`src/rtl/core/odaf_pkg.sv`:
```
// Shared types and constants for the occlusion driven alpha fader.
`default_nettype none
package odaf_pkg;

    localparam int ALPHA_W  = 17;
    localparam int COUNT_W  = 32;
    localparam int TD_W     = 16;
    localparam int CFG_W    = 24;
    localparam int SPEED_W  = 26;
    localparam int IDX_W    = 3;
    localparam int FADE_W   = 5;
    localparam int PROD_W   = COUNT_W + TD_W;
    localparam int DIV_W    = 38;
    localparam int DIV_STEPS = ALPHA_W;

    localparam logic [ALPHA_W-1:0] ALPHA_ONE    = 17'd65536;
    localparam logic [COUNT_W-1:0] SAMPLE_FLOOR = 32'd15;
    localparam logic [COUNT_W-1:0] FADE_KNEE    = 32'd45;
    localparam logic [FADE_W-1:0]  SAMPLE_SPAN  = 5'd30;
    localparam logic [CFG_W-1:0]   CFG_RESET_RATE = 24'd65536;

    typedef enum logic [IDX_W-1:0] {
        REG_MULTI_QUERIES = 3'd0,
        REG_IN_MAX_SPEED  = 3'd1,
        REG_IN_ACCEL      = 3'd2,
        REG_OUT_MAX_SPEED = 3'd3,
        REG_OUT_ACCEL     = 3'd4
    } reg_idx_t;

    typedef enum logic [1:0] {
        PH_OFF        = 2'b00,
        PH_PENDING    = 2'b01,
        PH_AWAIT_FULL = 2'b10,
        PH_AWAIT_PART = 2'b11
    } phase_t;

    typedef enum logic [3:0] {
        S_IDLE,
        S_GNUM,
        S_GDEN,
        S_GSTART,
        S_GDIV,
        S_SCHK,
        S_SMAG,
        S_SMOVE,
        S_SAPPLY,
        S_DONE
    } state_t;

    typedef struct packed {
        logic draw;
        logic rearm;
        logic visible;
        logic full_pass;
        logic multi;
    } phase_ctl_t;

    typedef struct packed {
        logic granted;
        logic is_full;
    } grant_t;

endpackage
`default_nettype wire

```
`src/rtl/core/odaf_ifs.sv`:
```
// Handshake channel interfaces: input items, results and register writes.
`default_nettype none
interface odaf_item_if;
    logic                          valid;
    logic                          ready;
    logic                          cmd;
    logic                          full_pass;
    logic                          visible;
    logic                          results_ready;
    logic [odaf_pkg::COUNT_W-1:0]  full_count;
    logic [odaf_pkg::COUNT_W-1:0]  part_count;
    logic [odaf_pkg::TD_W-1:0]     time_delta;

    modport source (output valid, cmd, full_pass, visible, results_ready,
                    full_count, part_count, time_delta, input ready);
    modport sink (input valid, cmd, full_pass, visible, results_ready,
                  full_count, part_count, time_delta, output ready);
endinterface

interface odaf_result_if;
    logic                          valid;
    logic                          ready;
    logic                          query_granted;
    logic                          query_is_full;
    logic [odaf_pkg::ALPHA_W-1:0]  current_alpha;
    logic [odaf_pkg::ALPHA_W-1:0]  target_alpha;

    modport source (output valid, query_granted, query_is_full, current_alpha,
                    target_alpha, input ready);
    modport sink (input valid, query_granted, query_is_full, current_alpha,
                  target_alpha, output ready);
endinterface

interface odaf_cfg_if;
    logic                          valid;
    logic                          ready;
    logic [odaf_pkg::IDX_W-1:0]    index;
    logic [odaf_pkg::CFG_W-1:0]    wdata;

    modport source (output valid, index, wdata, input ready);
    modport sink (input valid, index, wdata, output ready);
endinterface
`default_nettype wire

```
`src/rtl/core/odaf_phase.sv`:
```
// Occlusion test phase register and query grant logic.
`default_nettype none
module odaf_phase (
    input  wire logic                clk,
    input  wire logic                rst_n,
    input  wire odaf_pkg::phase_ctl_t ctl,
    output odaf_pkg::phase_t         phase,
    output odaf_pkg::grant_t         grant
);

    odaf_pkg::phase_t phase_reg;
    odaf_pkg::phase_t phase_next;
    odaf_pkg::phase_t vis_phase;
    odaf_pkg::phase_t draw_phase;
    logic             granted;

    always_comb
    begin
        if (ctl.visible)
        begin
            vis_phase = (phase_reg == odaf_pkg::PH_OFF) ? odaf_pkg::PH_AWAIT_FULL : phase_reg;
        end
        else
        begin
            vis_phase = odaf_pkg::PH_OFF;
        end

        draw_phase = vis_phase;
        granted    = 1'b0;
        if (ctl.multi)
        begin
            if (vis_phase != odaf_pkg::PH_OFF)
            begin
                draw_phase = odaf_pkg::PH_PENDING;
                granted    = 1'b1;
            end
        end
        else
        begin
            case (vis_phase)
                odaf_pkg::PH_AWAIT_FULL:
                begin
                    draw_phase = odaf_pkg::PH_AWAIT_PART;
                    granted    = 1'b1;
                end
                odaf_pkg::PH_AWAIT_PART:
                begin
                    draw_phase = odaf_pkg::PH_PENDING;
                    granted    = 1'b1;
                end
                default:
                begin
                    draw_phase = vis_phase;
                end
            endcase
        end

        grant.granted = granted;
        grant.is_full = granted & ctl.full_pass;

        if (ctl.draw)
        begin
            phase_next = draw_phase;
        end
        else if (ctl.rearm)
        begin
            phase_next = odaf_pkg::PH_AWAIT_FULL;
        end
        else
        begin
            phase_next = phase_reg;
        end
    end

    always_ff @(posedge clk or negedge rst_n)
    begin
        if (!rst_n)
        begin
            phase_reg <= odaf_pkg::PH_AWAIT_FULL;
        end
        else
        begin
            phase_reg <= phase_next;
        end
    end

    assign phase = phase_reg;

endmodule
`default_nettype wire

```
`src/rtl/core/odaf_mul.sv`:
```
// Shared 32x16 multiplier with registered product.
`default_nettype none
module odaf_mul (
    input  wire logic                          clk,
    input  wire logic                          en,
    input  wire logic [odaf_pkg::COUNT_W-1:0]  a,
    input  wire logic [odaf_pkg::TD_W-1:0]     b,
    output logic [odaf_pkg::PROD_W-1:0]        p
);

    logic [odaf_pkg::PROD_W-1:0] p_reg;

    always_ff @(posedge clk)
    begin
        if (en)
        begin
            p_reg <= odaf_pkg::PROD_W'(a) * odaf_pkg::PROD_W'(b);
        end
    end

    assign p = p_reg;

endmodule
`default_nettype wire

```
`src/rtl/core/odaf_div.sv`:
```
// Iterative restoring divider, one quotient bit per cycle, quotient of a fraction <= 1.
`default_nettype none
module odaf_div (
    input  wire logic                          clk,
    input  wire logic                          rst_n,
    input  wire logic                          start,
    input  wire logic [odaf_pkg::DIV_W-1:0]    num,
    input  wire logic [odaf_pkg::DIV_W-1:0]    den,
    output logic                               done,
    output logic [odaf_pkg::ALPHA_W-1:0]       quot
);

    localparam int CNT_W = $clog2(odaf_pkg::DIV_STEPS);
    localparam logic [CNT_W-1:0] LAST = CNT_W'(odaf_pkg::DIV_STEPS - 1);

    logic                          busy_reg;
    logic                          done_reg;
    logic [CNT_W-1:0]              cnt_reg;
    logic [odaf_pkg::DIV_W-1:0]    rem_reg;
    logic [odaf_pkg::DIV_W-1:0]    den_reg;
    logic [odaf_pkg::ALPHA_W-1:0]  quot_reg;
    logic [odaf_pkg::DIV_W-1:0]    trial;
    logic                          qbit;

    always_comb
    begin
        trial = (cnt_reg == '0) ? rem_reg : {rem_reg[odaf_pkg::DIV_W-2:0], 1'b0};
        qbit  = (trial >= den_reg);
    end

    always_ff @(posedge clk or negedge rst_n)
    begin
        if (!rst_n)
        begin
            busy_reg <= 1'b0;
            done_reg <= 1'b0;
            cnt_reg  <= '0;
        end
        else
        begin
            done_reg <= 1'b0;
            if (start)
            begin
                busy_reg <= 1'b1;
                cnt_reg  <= '0;
            end
            else if (busy_reg)
            begin
                if (cnt_reg == LAST)
                begin
                    busy_reg <= 1'b0;
                    done_reg <= 1'b1;
                end
                cnt_reg <= cnt_reg + 1'b1;
            end
        end
    end

    always_ff @(posedge clk)
    begin
        if (start)
        begin
            rem_reg  <= num;
            den_reg  <= den;
            quot_reg <= '0;
        end
        else if (busy_reg)
        begin
            rem_reg  <= qbit ? (trial - den_reg) : trial;
            quot_reg <= {quot_reg[odaf_pkg::ALPHA_W-2:0], qbit};
        end
    end

    assign done = done_reg;
    assign quot = quot_reg;

endmodule
`default_nettype wire

```
`src/rtl/core/occlusion_driven_alpha_fader.sv`:
```
// Flare alpha fader top level: sequencer, fade state, registers and result stage.
//
// Channels: item (sink) takes draw-pass (cmd=0) and frame-update (cmd=1) items,
// result (source) returns exactly one result per item, cfg (sink) writes the
// five control registers by index and is always ready; writes to unknown
// indexes are dropped. Write registers only while no item is in flight.
// A transfer on any channel happens when valid and ready are both high.
// A draw pass goes from idle straight to the result stage. An update runs the
// speed and position steps of the fade; one that computes a new target first
// runs the 17-step restoring divider. The shared 32x16 multiplier serves both
// the target ratio setup and the speed and position steps of the fade.
// item.ready is high only while the sequencer is idle, so one item is worked
// on at a time: a new item is taken only after the last result is loaded. The
// result register lets the next item be taken while a result still waits;
// a finished item then holds in its last state until the result register
// frees up.
// Reset: alpha, target and speed are zero, the phase awaits the full query,
// multiple-query mode is off and all speeds and accelerations are 1.0.
`default_nettype none
module occlusion_driven_alpha_fader (
    input  wire logic     clk,
    input  wire logic     rst_n,
    odaf_item_if.sink     item,
    odaf_result_if.source result,
    odaf_cfg_if.sink      cfg
);

    localparam int AW = odaf_pkg::ALPHA_W;
    localparam int CW = odaf_pkg::CFG_W;
    localparam int SW = odaf_pkg::SPEED_W;

    odaf_pkg::state_t     state_reg;
    odaf_pkg::state_t     state_next;
    odaf_pkg::phase_t     phase;
    odaf_pkg::grant_t     grant;
    odaf_pkg::phase_ctl_t phase_ctl;

    logic          multi_reg;
    logic [CW-1:0] in_max_reg;
    logic [CW-1:0] in_acc_reg;
    logic [CW-1:0] out_max_reg;
    logic [CW-1:0] out_acc_reg;

    logic [AW-1:0] now_reg;
    logic [AW-1:0] goal_reg;
    logic [SW-1:0] speed_reg;
    logic [CW-1:0] mag_reg;

    logic [odaf_pkg::COUNT_W-1:0] full_reg;
    logic [odaf_pkg::COUNT_W-1:0] part_reg;
    logic [odaf_pkg::TD_W-1:0]    td_reg;
    logic [odaf_pkg::DIV_W-1:0]   n_reg;
    logic                         gr_reg;
    logic                         gr_full_reg;

    logic          res_valid_reg;
    logic          res_granted_reg;
    logic          res_full_reg;
    logic [AW-1:0] res_now_reg;
    logic [AW-1:0] res_goal_reg;

    logic                          accept;
    logic                          goal_calc;
    logic                          counts_ok;
    logic                          load_res;
    logic                          up;
    logic                          mul_en;
    logic [odaf_pkg::COUNT_W-1:0]  mul_a;
    logic [odaf_pkg::TD_W-1:0]     mul_b;
    logic [odaf_pkg::PROD_W-1:0]   mul_p;
    logic                          div_start;
    logic                          div_done;
    logic [AW-1:0]                 div_quot;
    logic [odaf_pkg::COUNT_W-1:0]  ratio_num;
    logic [odaf_pkg::FADE_W-1:0]   fade;
    logic [CW-1:0]                 step;
    logic [CW-1:0]                 base;
    logic [CW-1:0]                 max_sel;
    logic [CW-1:0]                 acc_sel;
    logic [CW:0]                   mag_sum;
    logic [CW-1:0]                 mag_new;
    logic [SW-1:0]                 speed_neg;
    logic [AW-1:0]                 diff;
    logic [CW-1:0]                 move;

    assign accept    = item.valid && item.ready;
    assign item.ready = (state_reg == odaf_pkg::S_IDLE);
    assign cfg.ready = 1'b1;

    assign goal_calc = (phase == odaf_pkg::PH_PENDING) && item.results_ready;
    assign counts_ok = (item.full_count > odaf_pkg::SAMPLE_FLOOR) &&
                       (item.part_count > odaf_pkg::SAMPLE_FLOOR);

    always_comb
    begin
        phase_ctl.draw      = accept && !item.cmd;
        phase_ctl.rearm     = accept && item.cmd && goal_calc && !multi_reg;
        phase_ctl.visible   = item.visible;
        phase_ctl.full_pass = item.full_pass;
        phase_ctl.multi     = multi_reg;
    end

    odaf_phase u_phase (
        .clk   (clk),
        .rst_n (rst_n),
        .ctl   (phase_ctl),
        .phase (phase),
        .grant (grant)
    );

    odaf_mul u_mul (
        .clk (clk),
        .en  (mul_en),
        .a   (mul_a),
        .b   (mul_b),
        .p   (mul_p)
    );

    odaf_div u_div (
        .clk   (clk),
        .rst_n (rst_n),
        .start (div_start),
        .num   (n_reg),
        .den   (mul_p[odaf_pkg::DIV_W-1:0]),
        .done  (div_done),
        .quot  (div_quot)
    );

    // Fade datapath
    always_comb
    begin
        ratio_num = (part_reg < full_reg) ? part_reg : full_reg;
        fade      = (full_reg >= odaf_pkg::FADE_KNEE) ? odaf_pkg::SAMPLE_SPAN :
                    odaf_pkg::FADE_W'(full_reg - odaf_pkg::SAMPLE_FLOOR);
        up        = (goal_reg > now_reg);
        speed_neg = -speed_reg;
        max_sel   = up ? in_max_reg : out_max_reg;
        acc_sel   = up ? in_acc_reg : out_acc_reg;
        if (up)
        begin
            base = speed_reg[SW-1] ? '0 : speed_reg[CW-1:0];
        end
        else
        begin
            base = speed_reg[SW-1] ? speed_neg[CW-1:0] : '0;
        end
        step    = mul_p[CW+15:16];
        mag_sum = {1'b0, base} + {1'b0, step};
        mag_new = (mag_sum > {1'b0, max_sel}) ? max_sel : mag_sum[CW-1:0];
        diff    = up ? (goal_reg - now_reg) : (now_reg - goal_reg);
        move    = mul_p[CW+15:16];
    end

    // Sequencer
    always_comb
    begin
        state_next = state_reg;
        mul_en     = 1'b0;
        mul_a      = '0;
        mul_b      = '0;
        div_start  = 1'b0;
        load_res   = 1'b0;
        case (state_reg)
            odaf_pkg::S_IDLE:
            begin
                if (accept)
                begin
                    if (!item.cmd)
                    begin
                        state_next = odaf_pkg::S_DONE;
                    end
                    else if (goal_calc && counts_ok)
                    begin
                        state_next = odaf_pkg::S_GNUM;
                    end
                    else
                    begin
                        state_next = odaf_pkg::S_SCHK;
                    end
                end
            end
            odaf_pkg::S_GNUM:
            begin
                mul_en     = 1'b1;
                mul_a      = ratio_num;
                mul_b      = odaf_pkg::TD_W'(fade);
                state_next = odaf_pkg::S_GDEN;
            end
            odaf_pkg::S_GDEN:
            begin
                mul_en     = 1'b1;
                mul_a      = full_reg;
                mul_b      = odaf_pkg::TD_W'(odaf_pkg::SAMPLE_SPAN);
                state_next = odaf_pkg::S_GSTART;
            end
            odaf_pkg::S_GSTART:
            begin
                div_start  = 1'b1;
                state_next = odaf_pkg::S_GDIV;
            end
            odaf_pkg::S_GDIV:
            begin
                if (div_done)
                begin
                    state_next = odaf_pkg::S_SCHK;
                end
            end
            odaf_pkg::S_SCHK:
            begin
                if ((td_reg == '0) || (goal_reg == now_reg))
                begin
                    state_next = odaf_pkg::S_DONE;
                end
                else
                begin
                    mul_en     = 1'b1;
                    mul_a      = odaf_pkg::COUNT_W'(acc_sel);
                    mul_b      = td_reg;
                    state_next = odaf_pkg::S_SMAG;
                end
            end
            odaf_pkg::S_SMAG:
            begin
                state_next = odaf_pkg::S_SMOVE;
            end
            odaf_pkg::S_SMOVE:
            begin
                mul_en     = 1'b1;
                mul_a      = odaf_pkg::COUNT_W'(mag_reg);
                mul_b      = td_reg;
                state_next = odaf_pkg::S_SAPPLY;
            end
            odaf_pkg::S_SAPPLY:
            begin
                state_next = odaf_pkg::S_DONE;
            end
            odaf_pkg::S_DONE:
            begin
                if (!res_valid_reg || result.ready)
                begin
                    load_res   = 1'b1;
                    state_next = odaf_pkg::S_IDLE;
                end
            end
            default:
            begin
                state_next = odaf_pkg::S_IDLE;
            end
        endcase
    end

    always_ff @(posedge clk or negedge rst_n)
    begin
        if (!rst_n)
        begin
            state_reg <= odaf_pkg::S_IDLE;
        end
        else
        begin
            state_reg <= state_next;
        end
    end

    // Control registers
    always_ff @(posedge clk or negedge rst_n)
    begin
        if (!rst_n)
        begin
            multi_reg   <= 1'b0;
            in_max_reg  <= odaf_pkg::CFG_RESET_RATE;
            in_acc_reg  <= odaf_pkg::CFG_RESET_RATE;
            out_max_reg <= odaf_pkg::CFG_RESET_RATE;
            out_acc_reg <= odaf_pkg::CFG_RESET_RATE;
        end
        else if (cfg.valid && cfg.ready)
        begin
            case (cfg.index)
                odaf_pkg::REG_MULTI_QUERIES: multi_reg   <= cfg.wdata[0];
                odaf_pkg::REG_IN_MAX_SPEED:  in_max_reg  <= cfg.wdata;
                odaf_pkg::REG_IN_ACCEL:      in_acc_reg  <= cfg.wdata;
                odaf_pkg::REG_OUT_MAX_SPEED: out_max_reg <= cfg.wdata;
                odaf_pkg::REG_OUT_ACCEL:     out_acc_reg <= cfg.wdata;
                default:
                begin
                end
            endcase
        end
    end

    // Fade state
    always_ff @(posedge clk or negedge rst_n)
    begin
        if (!rst_n)
        begin
            now_reg   <= '0;
            goal_reg  <= '0;
            speed_reg <= '0;
        end
        else
        begin
            case (state_reg)
                odaf_pkg::S_IDLE:
                begin
                    if (accept && item.cmd)
                    begin
                        if ((goal_calc && !counts_ok) || (phase == odaf_pkg::PH_OFF))
                        begin
                            goal_reg <= '0;
                        end
                    end
                end
                odaf_pkg::S_GDIV:
                begin
                    if (div_done)
                    begin
                        goal_reg <= div_quot;
                    end
                end
                odaf_pkg::S_SCHK:
                begin
                    if ((td_reg != '0) && (goal_reg == now_reg))
                    begin
                        speed_reg <= '0;
                    end
                end
                odaf_pkg::S_SAPPLY:
                begin
                    if (move >= CW'(diff))
                    begin
                        now_reg <= goal_reg;
                    end
                    else if (up)
                    begin
                        now_reg <= now_reg + move[AW-1:0];
                    end
                    else
                    begin
                        now_reg <= now_reg - move[AW-1:0];
                    end
                    speed_reg <= up ? SW'(mag_reg) : -SW'(mag_reg);
                end
                default:
                begin
                end
            endcase
        end
    end

    // Item and working registers
    always_ff @(posedge clk)
    begin
        if (accept)
        begin
            full_reg    <= item.full_count;
            part_reg    <= item.part_count;
            td_reg      <= item.time_delta;
            gr_reg      <= !item.cmd && grant.granted;
            gr_full_reg <= !item.cmd && grant.is_full;
        end
        if (state_reg == odaf_pkg::S_GDEN)
        begin
            n_reg <= mul_p[odaf_pkg::DIV_W-1:0];
        end
        if (state_reg == odaf_pkg::S_SMAG)
        begin
            mag_reg <= mag_new;
        end
    end

    // Result register
    always_ff @(posedge clk or negedge rst_n)
    begin
        if (!rst_n)
        begin
            res_valid_reg <= 1'b0;
        end
        else if (load_res)
        begin
            res_valid_reg <= 1'b1;
        end
        else if (result.ready)
        begin
            res_valid_reg <= 1'b0;
        end
    end

    always_ff @(posedge clk)
    begin
        if (load_res)
        begin
            res_granted_reg <= gr_reg;
            res_full_reg    <= gr_full_reg;
            res_now_reg     <= now_reg;
            res_goal_reg    <= goal_reg;
        end
    end

    assign result.valid         = res_valid_reg;
    assign result.query_granted = res_granted_reg;
    assign result.query_is_full = res_full_reg;
    assign result.current_alpha = res_now_reg;
    assign result.target_alpha  = res_goal_reg;

    a_alpha_range: assert property (@(posedge clk) disable iff (!rst_n)
        (now_reg <= odaf_pkg::ALPHA_ONE) && (goal_reg <= odaf_pkg::ALPHA_ONE))
        else $error("alpha or target above one");

    a_div_in_seq: assert property (@(posedge clk) disable iff (!rst_n)
        div_done |-> (state_reg == odaf_pkg::S_GDIV))
        else $error("divider finished outside target computation");

    a_item_busy: assert property (@(posedge clk) disable iff (!rst_n)
        accept |=> (state_reg != odaf_pkg::S_IDLE))
        else $error("item transfer left sequencer idle");

    a_speed_dir: assert property (@(posedge clk) disable iff (!rst_n)
        ((state_reg == odaf_pkg::S_SAPPLY) && up) |=> !speed_reg[SW-1])
        else $error("rising fade left a negative speed");

endmodule
`default_nettype wire

```
`src/flat_wrapper.sv`:
```
// flat-port wrapper written by rule: the top's interface ports become plain ports
module occlusion_driven_alpha_fader_flat 
  (clk, rst_n, item_valid, item_cmd, item_full_pass, item_visible, item_results_ready, item_full_count, item_part_count, item_time_delta, item_ready, result_valid, result_query_granted, result_query_is_full, result_current_alpha, result_target_alpha, result_ready, cfg_valid, cfg_index, cfg_wdata, cfg_ready);
  odaf_item_if item_i ();
  odaf_result_if result_i ();
  odaf_cfg_if cfg_i ();
  input  wire logic clk;
  input  wire logic rst_n;
  input wire logic [$bits(item_i.valid)-1:0] item_valid;
  input wire logic [$bits(item_i.cmd)-1:0] item_cmd;
  input wire logic [$bits(item_i.full_pass)-1:0] item_full_pass;
  input wire logic [$bits(item_i.visible)-1:0] item_visible;
  input wire logic [$bits(item_i.results_ready)-1:0] item_results_ready;
  input wire logic [$bits(item_i.full_count)-1:0] item_full_count;
  input wire logic [$bits(item_i.part_count)-1:0] item_part_count;
  input wire logic [$bits(item_i.time_delta)-1:0] item_time_delta;
  output wire logic [$bits(item_i.ready)-1:0] item_ready;
  output wire logic [$bits(result_i.valid)-1:0] result_valid;
  output wire logic [$bits(result_i.query_granted)-1:0] result_query_granted;
  output wire logic [$bits(result_i.query_is_full)-1:0] result_query_is_full;
  output wire logic [$bits(result_i.current_alpha)-1:0] result_current_alpha;
  output wire logic [$bits(result_i.target_alpha)-1:0] result_target_alpha;
  input wire logic [$bits(result_i.ready)-1:0] result_ready;
  input wire logic [$bits(cfg_i.valid)-1:0] cfg_valid;
  input wire logic [$bits(cfg_i.index)-1:0] cfg_index;
  input wire logic [$bits(cfg_i.wdata)-1:0] cfg_wdata;
  output wire logic [$bits(cfg_i.ready)-1:0] cfg_ready;
  assign item_i.valid = item_valid;
  assign item_i.cmd = item_cmd;
  assign item_i.full_pass = item_full_pass;
  assign item_i.visible = item_visible;
  assign item_i.results_ready = item_results_ready;
  assign item_i.full_count = item_full_count;
  assign item_i.part_count = item_part_count;
  assign item_i.time_delta = item_time_delta;
  assign item_ready = item_i.ready;
  assign result_valid = result_i.valid;
  assign result_query_granted = result_i.query_granted;
  assign result_query_is_full = result_i.query_is_full;
  assign result_current_alpha = result_i.current_alpha;
  assign result_target_alpha = result_i.target_alpha;
  assign result_i.ready = result_ready;
  assign cfg_i.valid = cfg_valid;
  assign cfg_i.index = cfg_index;
  assign cfg_i.wdata = cfg_wdata;
  assign cfg_ready = cfg_i.ready;
  occlusion_driven_alpha_fader u_core (.clk(clk), .rst_n(rst_n), .item(item_i), .result(result_i), .cfg(cfg_i));
endmodule
```
`config.mk`:
```
export PLATFORM = sky130hd
export DESIGN_NAME = occlusion_driven_alpha_fader_flat
export DESIGN_NICKNAME = d
export VERILOG_FILES = /design/src/rtl/core/odaf_pkg.sv /design/src/rtl/core/odaf_ifs.sv /design/src/rtl/core/odaf_phase.sv /design/src/rtl/core/odaf_mul.sv /design/src/rtl/core/odaf_div.sv /design/src/rtl/core/occlusion_driven_alpha_fader.sv /design/src/flat_wrapper.sv
export SDC_FILE = /design/constraint.sdc
export NUM_CORES = 2
export LEC_CHECK = 0
export BUFFER_PORTS_ARGS = -buffer_cell sky130_fd_sc_hd__buf_2
export CORE_ASPECT_RATIO = 0.8
export CORE_MARGIN = 2
export CORE_UTILIZATION = 45
export CTS_BUF_LIST = sky130_fd_sc_hd__clkbuf_4
export DETAILED_ROUTE_END_ITERATION = 10
export SKIP_CTS_REPAIR_TIMING = 1
export SLEW_MARGIN = 30
export SYNTH_ARGS = -nofsm -noshare
export SYNTH_HDL_FRONTEND = slang
export SYNTH_SLANG_ARGS = --single-unit
```
`constraint.sdc`:
```
create_clock -name clk -period 15.6 [get_ports clk]
set_input_delay 3.12 -clock clk [delete_from_list [all_inputs] [get_ports clk]]
set_output_delay 3.12 -clock clk [all_outputs]
set_load 0.02 [all_outputs]
```
==> key figures <==
Synthesis
  – Synth async-reset ratio: approximately a third
  – Synth Area per Inst: approximately 9.8 um^2
  – Prevailing post-synth register cell: edfxtp_1
  – Count leader, synth: inv_1
  – Unique cell type count in the Yosys netlist: 80
  – Synth Instances: between 4000 and 5000
  – Post-synth top cells: 627 x inv_1, 533 x nand2_1, 397 x fa_1
  – Cell taking the most area after synthesis: edfxtp_1
  – Synthesized flop and latch total: approximately 480
  – Yosys top cell area share: 21.1%
  – Sequential share of the synthesized area: approximately a third
  – Top post-synthesis cells by area: edfxtp_1 21%, fa_1 19%, dfrtp_1 9.8%
  – EDFF count, synth: roughly 300
  – YS warnings: 0
  – Post-Syn Area: about 42000 um^2

Detailed routing
  – DRT Pass-1 Iters: 6
  – Vias/cell: between 5 and 6
  – Remaining DRCs: 0
  – Vias: 32000
  – Final ANT Viol Nets: 0
  – Final WL: about 120000 um
  – 1st-iter DRT viols: 2706
  – Mean routed wirelength per cell: around 21 um

Final layout
  – Layout Nets: ~5300
  – Layout cells sized above 1: a little over an eighth
  – Area Growth Syn to Fin: 9.86%
  – Max reg flops: 40

Setup path
  – Worst r2r path cells: 33
  – Worst setup path endpoint: u_core.u_mul.p[39]$_DFFE_PP_
  – Crit end category: flop
  – Critical Path AT: ~12000 ps
  – Slowest-stage cell, CP: o31ai_1
  – WP data required: around 16000 ps
  – Setup Crit Path Kind: flop to flop
  – Worst r2r src: u_core.goal_reg[3]$_DFFE_PN0P_
  – Startpoint Class: flop
  – Most frequent CP cell: fa_1
  – CP startpoint: u_core.goal_reg[3]$_DFFE_PN0P_
  – Crit Path Max Fanout: 16
  – R2r endpoint: u_core.u_mul.p[39]$_DFFE_PP_
  – Worst reg2reg setup slack: between 4000 and 5000 ps
  – Crit-path max cell delay: between 700 and 800 ps

STA
  – Final min period: approximately 11000 ps
  – Slew at the pin closest to its max-slew limit: about 1000 ps
  – RSZ-0062 raised after global routing: false
  – Fmax: ~91 MHz
  – Relative slew slack: between 30% and 40%
  – Fin crit share: 70.3%
  – TNS Setup: 0 ps
  – Final Max Slew Viols: 0
  – Hold Fails Final Rpt: 0
  – Final setup fails: 0
  – Worst-case clock skew: roughly 73 ps

Placement
  – DP HPWL: about 95000 um
  – I/O Buffers: about 150
  – RD Place Congestion: ~0.95

Floorplanning
  – Row Count: 100
  – Height of the die: ~280 um
  – Initial core utilization: approximately 45%
  – Core area: slightly above 90000 um^2
  – Die outline area: around 96000 um^2
  – I/O pin total: roughly 160
  – Chip width: 346 um

Clock network
  – Clock root buffer: clkbuf_4
  – CTS tree: built
  – CTS max path bufs: 3
  – Reg clk slew, reported paths: 70 ps
  – Worst skew pair latency: ~1100 ps
  – TritonCTS Buffers: around 130
  – H-tree depth: 4
  – CTS sink count: about 480

Hold path
  – Hold crit path type: flop to flop

Global route
  – GRT Util Overall: between 20% and 30%
  – Vias in the first global route: 31500
  – GRT overflow: 0
  – Pin count of the biggest net entering global routing: 65
  – First-pass GRT wire length: around 190000 um
  – Initial antenna violation count: 7

Flow run
  – Max cap viols: 0

Run status
  – Status: complete, no violations
==> layer usage <==
metal	up-vias	wire length, um	global-route usage [%]
li1	14800	-	-
met4	2	4180	9.19
met2	1312	51700	37.4
met3	240	10700	5.74
met5	-	13	0
met1	15700	58100	39.1
==> per-stage QoR <==
stage | instances | instance area, um^2 | hold WS [ps] | utilization [%] | setup WS [ps]
floorplan | 4323 | 42300 | 400 | - | 5940
global placement | 5578 | 44300 | 403 | 47.7 | 4810
detailed placement | 5579 | 44400 | 406 | 47.8 | 4980
CTS | 5818 | 46200 | 422 | 49.7 | 4890
global route | 5825 | 46200 | 433 | 49.8 | 4150
finish | 5825 | 46200 | 419 | 49.8 | 4630
==> layout make-up <==
type | instances | area, um^2
repair buffers | 196 | 1110
diodes | 6 | 15.0
multi-input cells | 3049 | 25900
well taps | 1224 | 1530
clock buffers | 199 | 1490
fillers | 8722 | 46600
clock inverters | 40 | 317
flip-flops and latches | 483 | 13500
inverters | 628 | 2360
==> how the worst min path moves through the flow <==
stage,slack [ps],from,depth (start not counted),end
2_1_floorplan,400,u_core.gr_reg$_DFFE_PP_,0,u_core.result.query_granted$_DFFE_PP_
3_3_place_gp,400,u_core.gr_full_reg$_DFFE_PP_,0,u_core.result.query_is_full$_DFFE_PP_
3_5_place_dp,410,u_core.gr_reg$_DFFE_PP_,0,u_core.result.query_granted$_DFFE_PP_
4_1_cts,420,u_core.gr_reg$_DFFE_PP_,0,u_core.result.query_granted$_DFFE_PP_
5_1_grt,430,u_core.gr_reg$_DFFE_PP_,0,u_core.result.query_granted$_DFFE_PP_
6_report,420,u_core.gr_reg$_DFFE_PP_,0,u_core.result.query_granted$_DFFE_PP_
==> worst max-delay path: cells and delay by family (launching register included) <==
family / cells / cell delay, ps
simple gates: 6 / 1430
mux: 1 / 410
flops: 1 / 380
buf+inv: 5 / 550
compound gates: 13 / 4070
fa+ha+maj: 8 / 3950
==> placed cells by master (no fill, tap or decap), drive strengths merged, types with 11 or more instances in the layout <==
| cell type | Yosys | final |
|---|---|---|
| o21ai | 179 | 179 |
| xor2 | 76 | 76 |
| nand2 | 533 | 533 |
| mux2 | 143 | 143 |
| clkbuf | 120 | 199 |
| nand2b | 38 | 38 |
| nor4 | 36 | 36 |
| nor2b | 31 | 31 |
| a21oi | 195 | 195 |
| buf | 43 | 196 |
| clkinv | 0 | 27 |
| o21a | 30 | 30 |
| a221o | 11 | 11 |
| a211oi | 19 | 19 |
| conb | 2 | 53 |
| xnor2 | 111 | 111 |
| and3 | 19 | 19 |
| o31ai | 17 | 17 |
| nor3 | 44 | 44 |
| mux2i | 103 | 103 |
| nand3 | 86 | 86 |
| a21o | 83 | 83 |
| a2111oi | 12 | 12 |
| nand4 | 32 | 32 |
| edfxtp | 296 | 296 |
| dfxtp | 17 | 17 |
| a31oi | 34 | 34 |
| or3 | 14 | 14 |
| ha | 276 | 276 |
| nor2 | 251 | 251 |
| inv | 628 | 631 |
| o211ai | 20 | 20 |
| dfrtp | 165 | 165 |
| fa | 397 | 397 |
| o21bai | 24 | 24 |
| and2 | 76 | 76 |
==> cell families (layout without fill, tap and decap cells) <==
kind of cell             Yosys count  count (layout)  synth area share, %
AND/OR/NAND/NOR                 1186            1186                 12.7
buffers and inverters            791            1063                 7.16
AO/OA/AOI/OAI                    704             704                 10.8
adder cells (fa/ha/maj)          673             673                 27.1
flip-flops                       483             483                 32.1
multiplexers                     246             246                 6.28
XOR/XNOR                         187             187                 3.89
other                              2              59               0.0179
Power is left out: the tool's default activity adds up to more than one toggle a clock period on the data nets, which glitch-free logic cannot reach.
